File: src/rtl/pvl_pkg.sv
package pvl_pkg;

   // defaults for the top-level parameters
   localparam int DEF_WORD_DEPTH     = 4096;
   localparam int DEF_MAX_ENTRY_BITS = 16;

   // field widths
   localparam int SIZE_W  = 11;
   localparam int COORD_W = 10;
   localparam int EBITS_W = 5;
   localparam int WCNT_W  = 13;
   localparam int WIDX_W  = 12;
   localparam int WORD_W  = 64;
   localparam int ID_W    = 16;
   localparam int STAT_W  = 2;

   // stream packing
   localparam int REQ_FIELDS_W = WIDX_W + WORD_W + 3 * COORD_W;
   localparam int REQ_DATA_W   = ((REQ_FIELDS_W + 7) / 8) * 8;
   localparam int RSP_FIELDS_W = ID_W + STAT_W;
   localparam int RSP_DATA_W   = ((RSP_FIELDS_W + 7) / 8) * 8;

   // address arithmetic
   localparam int PROD1_W  = COORD_W + SIZE_W;       // y*size_x, z*size_x
   localparam int SUM1_W   = PROD1_W + 1;            // z*size_x + x
   localparam int LIN_W    = PROD1_W + SIZE_W;       // y*size_x*size_z
   localparam int BITPOS_W = LIN_W + EBITS_W;
   localparam int SHIFT_W  = 6;
   localparam int FIRST_W  = BITPOS_W - SHIFT_W;
   localparam int CMP_W    = 32;

   // configuration port
   localparam int CSR_ADDR_W = 3;
   localparam int CSR_DATA_W = WCNT_W;

   localparam logic [CSR_ADDR_W-1:0] CSR_SIZE_X     = 3'd0;
   localparam logic [CSR_ADDR_W-1:0] CSR_SIZE_Y     = 3'd1;
   localparam logic [CSR_ADDR_W-1:0] CSR_SIZE_Z     = 3'd2;
   localparam logic [CSR_ADDR_W-1:0] CSR_ENTRY_BITS = 3'd3;
   localparam logic [CSR_ADDR_W-1:0] CSR_WORD_COUNT = 3'd4;

   localparam logic [EBITS_W-1:0] ENTRY_BITS_RESET = 5'd2;
   localparam logic [EBITS_W-1:0] ENTRY_BITS_MIN   = 5'd2;

   // item kinds on tuser
   localparam logic FUNC_WRITE = 1'b0;
   localparam logic FUNC_QUERY = 1'b1;

   typedef enum logic [STAT_W-1:0] {
      ST_OK    = 2'd0,
      ST_COORD = 2'd1,
      ST_WORDS = 2'd2
   } status_type;

   typedef struct packed {
      logic [SIZE_W-1:0]  size_x;
      logic [SIZE_W-1:0]  size_y;
      logic [SIZE_W-1:0]  size_z;
      logic [EBITS_W-1:0] entry_bits;
      logic [WCNT_W-1:0]  word_count;
   } cfg_type;

   typedef struct packed {
      logic                is_query;
      logic                coord_err;
      logic [WIDX_W-1:0]   word_index;
      logic [WORD_W-1:0]   word_value;
      logic [BITPOS_W-1:0] bitpos;
      logic [EBITS_W-1:0]  bits;
   } addr_type;

endpackage

File: src/rtl/pvl_addr.sv
module pvl_addr #(
   parameter int MAX_ENTRY_BITS = pvl_pkg::DEF_MAX_ENTRY_BITS
) (
   input  logic                          clock,
   input  logic                          reset,
   input  pvl_pkg::cfg_type              cfg,
   input  logic                          in_valid,
   output logic                          in_ready,
   input  logic                          in_func,
   input  logic [pvl_pkg::WIDX_W-1:0]    in_word_index,
   input  logic [pvl_pkg::WORD_W-1:0]    in_word_value,
   input  logic [pvl_pkg::COORD_W-1:0]   in_x,
   input  logic [pvl_pkg::COORD_W-1:0]   in_y,
   input  logic [pvl_pkg::COORD_W-1:0]   in_z,
   output logic                          out_valid,
   input  logic                          out_ready,
   output pvl_pkg::addr_type             out_addr
);
   import pvl_pkg::*;

   localparam logic [EBITS_W-1:0] MAX_BITS = EBITS_W'(MAX_ENTRY_BITS);

   // stage 1: range check, first products
   logic                v1_ff, v1_in;
   logic                isq1_ff;
   logic                err1_ff, err1_in;
   logic [WIDX_W-1:0]   widx1_ff;
   logic [WORD_W-1:0]   wval1_ff;
   logic [COORD_W-1:0]  x1_ff;
   logic [PROD1_W-1:0]  yx1_ff, yx1_in;
   logic [PROD1_W-1:0]  zx1_ff, zx1_in;

   // stage 2: linear index parts
   logic                v2_ff, v2_in;
   logic                isq2_ff;
   logic                err2_ff;
   logic [WIDX_W-1:0]   widx2_ff;
   logic [WORD_W-1:0]   wval2_ff;
   logic [LIN_W-1:0]    p2_ff, p2_in;
   logic [SUM1_W-1:0]   q2_ff, q2_in;

   // stage 3: bit position
   logic                v3_ff, v3_in;
   addr_type            a3_ff, a3_in;

   logic                adv1, adv2, adv3;
   logic [LIN_W-1:0]    lin;
   logic [EBITS_W-1:0]  bits_eff;

   assign adv3     = !v3_ff || out_ready;
   assign adv2     = !v2_ff || adv3;
   assign adv1     = !v1_ff || adv2;
   assign in_ready = adv1;

   assign v1_in = adv1 ? in_valid : v1_ff;
   assign v2_in = adv2 ? v1_ff : v2_ff;
   assign v3_in = adv3 ? v2_ff : v3_ff;

   assign err1_in = ({1'b0, in_x} >= cfg.size_x) || ({1'b0, in_y} >= cfg.size_y) ||
                    ({1'b0, in_z} >= cfg.size_z);
   assign yx1_in  = PROD1_W'(in_y) * PROD1_W'(cfg.size_x);
   assign zx1_in  = PROD1_W'(in_z) * PROD1_W'(cfg.size_x);

   assign p2_in = LIN_W'(yx1_ff) * LIN_W'(cfg.size_z);
   assign q2_in = SUM1_W'(zx1_ff) + SUM1_W'(x1_ff);

   always_comb begin
      bits_eff = cfg.entry_bits;
      if (cfg.entry_bits < ENTRY_BITS_MIN) begin
         bits_eff = ENTRY_BITS_MIN;
      end else if (cfg.entry_bits > MAX_BITS) begin
         bits_eff = MAX_BITS;
      end
   end

   assign lin = p2_ff + LIN_W'(q2_ff);

   always_comb begin
      a3_in            = '0;
      a3_in.is_query   = isq2_ff;
      a3_in.coord_err  = err2_ff;
      a3_in.word_index = widx2_ff;
      a3_in.word_value = wval2_ff;
      a3_in.bitpos     = BITPOS_W'(lin) * BITPOS_W'(bits_eff);
      a3_in.bits       = bits_eff;
   end

   always_ff @(posedge clock) begin
      if (reset) begin
         v1_ff <= 1'b0;
         v2_ff <= 1'b0;
         v3_ff <= 1'b0;
      end else begin
         v1_ff <= v1_in;
         v2_ff <= v2_in;
         v3_ff <= v3_in;
      end
   end

   always_ff @(posedge clock) begin
      if (adv1) begin
         isq1_ff  <= (in_func == FUNC_QUERY);
         err1_ff  <= err1_in;
         widx1_ff <= in_word_index;
         wval1_ff <= in_word_value;
         x1_ff    <= in_x;
         yx1_ff   <= yx1_in;
         zx1_ff   <= zx1_in;
      end
      if (adv2) begin
         isq2_ff  <= isq1_ff;
         err2_ff  <= err1_ff;
         widx2_ff <= widx1_ff;
         wval2_ff <= wval1_ff;
         p2_ff    <= p2_in;
         q2_ff    <= q2_in;
      end
      if (adv3) begin
         a3_ff <= a3_in;
      end
   end

   assign out_valid = v3_ff;
   assign out_addr  = a3_ff;

`ifndef SYNTH
   a_ready_chain: assert property (@(posedge clock) disable iff (reset)
      !in_ready |-> (v1_ff && v2_ff && v3_ff && !out_ready))
      else $error("input stalled while the pipeline has a free slot");

   a_hold_on_stall: assert property (@(posedge clock) disable iff (reset)
      (out_valid && !out_ready) |=> (out_valid && $stable(out_addr)))
      else $error("address stage changed while stalled");

   a_bits_clamped: assert property (@(posedge clock) disable iff (reset)
      out_valid |-> (out_addr.bits >= ENTRY_BITS_MIN && out_addr.bits <= MAX_BITS))
      else $error("entry width outside its clamp range");
`endif

endmodule

File: config.mk
export PLATFORM = sky130hd
export DESIGN_NAME = pvl_addr
export DESIGN_NICKNAME = d
export VERILOG_FILES = /design/src/rtl/pvl_pkg.sv /design/src/rtl/pvl_addr.sv
export SDC_FILE = /design/constraint.sdc
export NUM_CORES = 2
export LEC_CHECK = 0
export BUFFER_PORTS_ARGS = -buffer_cell sky130_fd_sc_hd__buf_2
export CAP_MARGIN = 40
export CORE_MARGIN = 2
export CORE_UTILIZATION = 35
export DETAILED_ROUTE_END_ITERATION = 12
export PLACE_DENSITY = 0.63
export SLEW_MARGIN = 10
export SYNTH_ARGS = -nofsm -noshare
export SYNTH_HDL_FRONTEND = slang
export SYNTH_SLANG_ARGS = --single-unit
File: constraint.sdc
create_clock -name clock -period 10.1 [get_ports clock]
set_input_delay 1.515 -clock clock [delete_from_list [all_inputs] [get_ports clock]]
set_output_delay 1.515 -clock clock [all_outputs]
set_load 0.05 [all_outputs]
### Word-level counts from Yosys, hierarchy flattened

Index checks and enable logic that the tools add are counted.

| storage, ports and cells | value |
|---|---|
| word-level logic and storage cells | 43 |
| register bits | 385 |
| bits of input ports | 162 |

| operators by class | value |
|---|---|
| muxes and demuxes | 2 |
| add/sub/neg operators | 2 |
| multiply operators | 4 |
| $lt $le $gt $ge | 5 |
| reduce and logical (&&, ||, !) cells | 8 |

Operator list:

| cell | count |
|---|---|
| $mul 10x11->21 | 2 |
| $mul 32x5->37 | 1 |
| $ge 10x11->1 | 3 |
| $add 32x22->32 | 1 |
| $mul 21x11->32 | 1 |
| $add 21x10->22 | 1 |
| $mux 5 | 2 |
| $gt 5x5->1 const B | 1 |
| $logic_or 1x1->1 | 5 |
| $lt 5x2->1 const B | 1 |
| $logic_not 1->1 | 3 |

### Depth between registers and ports, before layout

| logic depth | value |
|---|---|
| word-level depth | 4 |
| depth in mapped cells | 26 |
| depth with buffers taken out | 25 |

### Worst setup path after synthesis

Ideal clock, no wire load.

| timing | value |
|---|---|
| path kind | input -> register |
| start | input cfg[20] (netlist bit) |
| end | register p2_ff[30] (data pin) |
| arrival time | 6.302 ns |
| path slack | 3.537 ns |
| data required time | 9.838 ns |
| stages on the path | 21 |
| library setup time | 0.262 ns |
| path through | clkbuf_1 > nand2_1 > fa_1 > inv_1 > fa_1 > inv_1 > fa_1 > inv_1 > fa_1 > inv_1 > fa_1 > inv_1 > ha_1 > a21oi_1 > o21ai_0 > a211oi_2 > o41ai_1 > a2bb2oi_2 > a31oi_1 > o21ai_1 > xor2_1 |

| on the way | value |
|---|---|
| cells in the longest elaborated chain, start to end | 1 |

Ends and longest elaborated chain:

| what | line | text |
|---|---|---|
| start: declaration | pvl_addr.sv:6 | `input pvl_pkg::cfg_type cfg,` |
| $mul 21x11->32 | pvl_addr.sv:64 | `assign p2_in = LIN_W'(yx1_ff) * LIN_W'(cfg.size_z);` |
| via p2_in[30] | pvl_addr.sv:39 | `logic [LIN_W-1:0] p2_ff, p2_in;` |
| end signal: assignment | pvl_addr.sv:115 | `p2_ff <= p2_in;` |
| end: declaration | pvl_addr.sv:39 |  |

The timed path passes the listed nets, and every way through them passes these cells.
A chain may end at the register's enable or synchronous reset.

==> run metrics <==
run status=completed; postcts setup bufs=0; share of cells above drive strength 1=11.0%; unrepaired setup endpoints after global routing=no; clk slew on worst S/H paths=0.06 ns; Synth Register Bits=slightly below 400; post-synthesis async set-or-reset flop share=0%; final worst slack=3.44 ns; Detail Placement HPWL=57,900 µm; post-route ant nets=0; # fillers=9,137; worst reg2reg path endpoint=out_addr[41]; top cells by area, synth=edfxtp_1 (34%), fa_1 (24%), ha_1 (11%); Die Y=about 310 µm; Reg2Reg Setup Slack=between 3 and 4 ns; Final period util=roughly two thirds; I/O pins=roughly 280; slowest stage cell, crit path=a211oi_1; DRC=0; post-synth cell types=73; most common cell after layout, fill and taps aside=inv_1; GPL Wtd Cong=0.833; EDFF count, synth=382; synthesized netlist cell count=slightly above 3,000; routed wire length=75,400 µm; cell row count=113; Layout area overhead=12.1%; die width=roughly 310 µm; DIE AREA=97,600 µm²; Setup-failing EPs final=0; commonest non-fill, non-tap cells in the layout=inv_1 (450), fa_1 (402), edfxtp_1 (382); Crit Path Category=reg2reg; IO Port Bufs=270; Via density=about 4.8; Post-CTS Resized=0; final core occ=39.4%; post-synth top area share=34.5%; Tot GR Track Use=15.3%; post-layout min period=6.66 ns; DP Worst Slack=2.86 ns; via count=21,900; DRT iter0 DRCs=1,285; fin nets=around 4,100; hold path endpoint=wval2_ff[15]; Syn. warnings=0; max_cap viols=0; hold_sp=wval1_ff[15]; initial antenna violation count=4; Num CTS Buffers=41; Yosys top cell by area=edfxtp_1; Synth Flop Type=edfxtp_1; net count after synthesis=between 3,000 and 4,000; total gr overflow=0; number of global-route vias before repair=22,300; Avg WL per Cell=16.4 µm; min-delay worst type=reg2reg; Post-Syn Area per Cell=10.8 µm²; Worst EP arrival=6.99 ns; nature of the critical path startpoint=flip-flop; reg2reg path depth=25; CTS H-tree lvls=2; Hold Crit Depth=0; clk_lat worst skew=0.57 ns; Max stage delay on crit path=0.64 ns; f_max=150 MHz; CTS tree=built; 1st-pass router iterations=5; Critical R2R Launch=p2_ff[0]; Core ar.=roughly 95,000 µm²; Worst Skew=a little under 0.05 ns; sequential share of the synthesized area=34.7%; crit-path max FO=8; Crit path max-delay family=compound AO/OA/AOI/OAI gates; CP endpoint kind=flip-flop; synthesized area=33,300 µm²; Worst Tran Pin Value=0.851 ns; CTS sink cnt=385; final-report hold violation count=0; fin. max-slew vios=0; Clock Tree Buf Depth=3; Rel. slew slack=43.3%; crit-path most repeated cell=fa_1; first-pass GRT wire length=120,000 µm; largest net degree at the start of global routing=71; clk root buf=clkbuf_16; Worst EP required=10.43 ns; Finished Layout Cells=4,586; Hold Buf Count CTS=0; Initial Util=between 30% and 40%; setup_tns=0 ns; Inst Count DP=4,511; worst path bufs/invs=3
==> state kept, by name (all words and copies together), names as in the netlist, 10 cells and up <==
| signal | flops |
|---|---|
| widx2_ff | 12 |
| yx1_ff | 21 |
| p2_ff | 32 |
| wval1_ff | 64 |
| wval2_ff | 64 |
| widx1_ff | 12 |
| x1_ff | 10 |
| q2_ff | 22 |
| zx1_ff | 21 |
| out_addr | 120 |
==> cells in the mapped netlist, types with 11 or more instances <==
cell type,number
a211oi_1,17
a21o_1,60
a21oi_1,124
and2_1,178
and3_1,12
clkbuf_1,113
edfxtp_1,382
fa_1,402
ha_1,289
inv_1,452
nand2_1,378
nand2b_1,26
nand3_1,31
nor2_1,189
nor2b_1,11
nor3_1,38
o21a_1,14
o21ai_0,75
o21bai_1,13
xnor2_1,90
xor2_1,47
==> logic make-up (layout without fill, tap and decap cells) <==
| kind of cell | Yosys count | count (layout) | synth area share [%] |
|---|---|---|---|
| other cells | 0 | 1 | 0 |
| mux | 1 | 1 | 0.0338 |
| flops | 385 | 385 | 34.7 |
| simple gates | 913 | 913 | 12.8 |
| compound gates | 385 | 385 | 7.42 |
| fa+ha+maj | 691 | 691 | 35.1 |
| buf+inv | 570 | 808 | 6.44 |
| xor+xnor | 137 | 137 | 3.61 |
==> worst max path at each step <==
stage | slack [ns] | depth (start not counted) | start | end
final | 3.44 | 25 | p2_ff[0] | out_addr[41]
after global routing | 2.98 | 25 | p2_ff[0] | out_addr[41]
after floorplan | 3.54 | 21 | cfg[20] | p2_ff[30]
after detailed placement | 2.86 | 17 | cfg[20] | p2_ff[31]
after global placement | 2.91 | 17 | cfg[20] | p2_ff[31]
after CTS | 3.43 | 25 | p2_ff[0] | out_addr[41]
==> routing by layer <==
layer  vias to the layer above  GRT usage [%]  wire length (µm)
met5                         -              0                22
met4                         4           3.43              1410
met3                        86           2.32              4120
met2                       539           25.6             35900
met1                     10800           21.0             33900
li1                      10500              -                 -
==> area by class of cell <==
cell class / instances / area [µm²] / area share (%)
inverter: 454 / 1710 / 4.58
antenna: 1 / 2.50 / 0.00671
sequential: 385 / 11500 / 30.9
clock buffer: 49 / 1100 / 2.95
timing repair buffer: 280 / 1460 / 3.91
tap: 1265 / 1580 / 4.24
multi-input combinational: 2127 / 19600 / 52.6
clock inverter: 25 / 284 / 0.762
==> through the flow <==
stage,hold slack [ns],cell area [µm²]
after CTS,0.385,37300
after detailed placement,0.405,35900
after global routing,0.400,37300
final,0.402,37300
after global placement,0.400,35900
after floorplan,0.400,33300
Power is not shown: default switching activity piles up to over one toggle a cycle in this logic, so the estimate is an artifact.
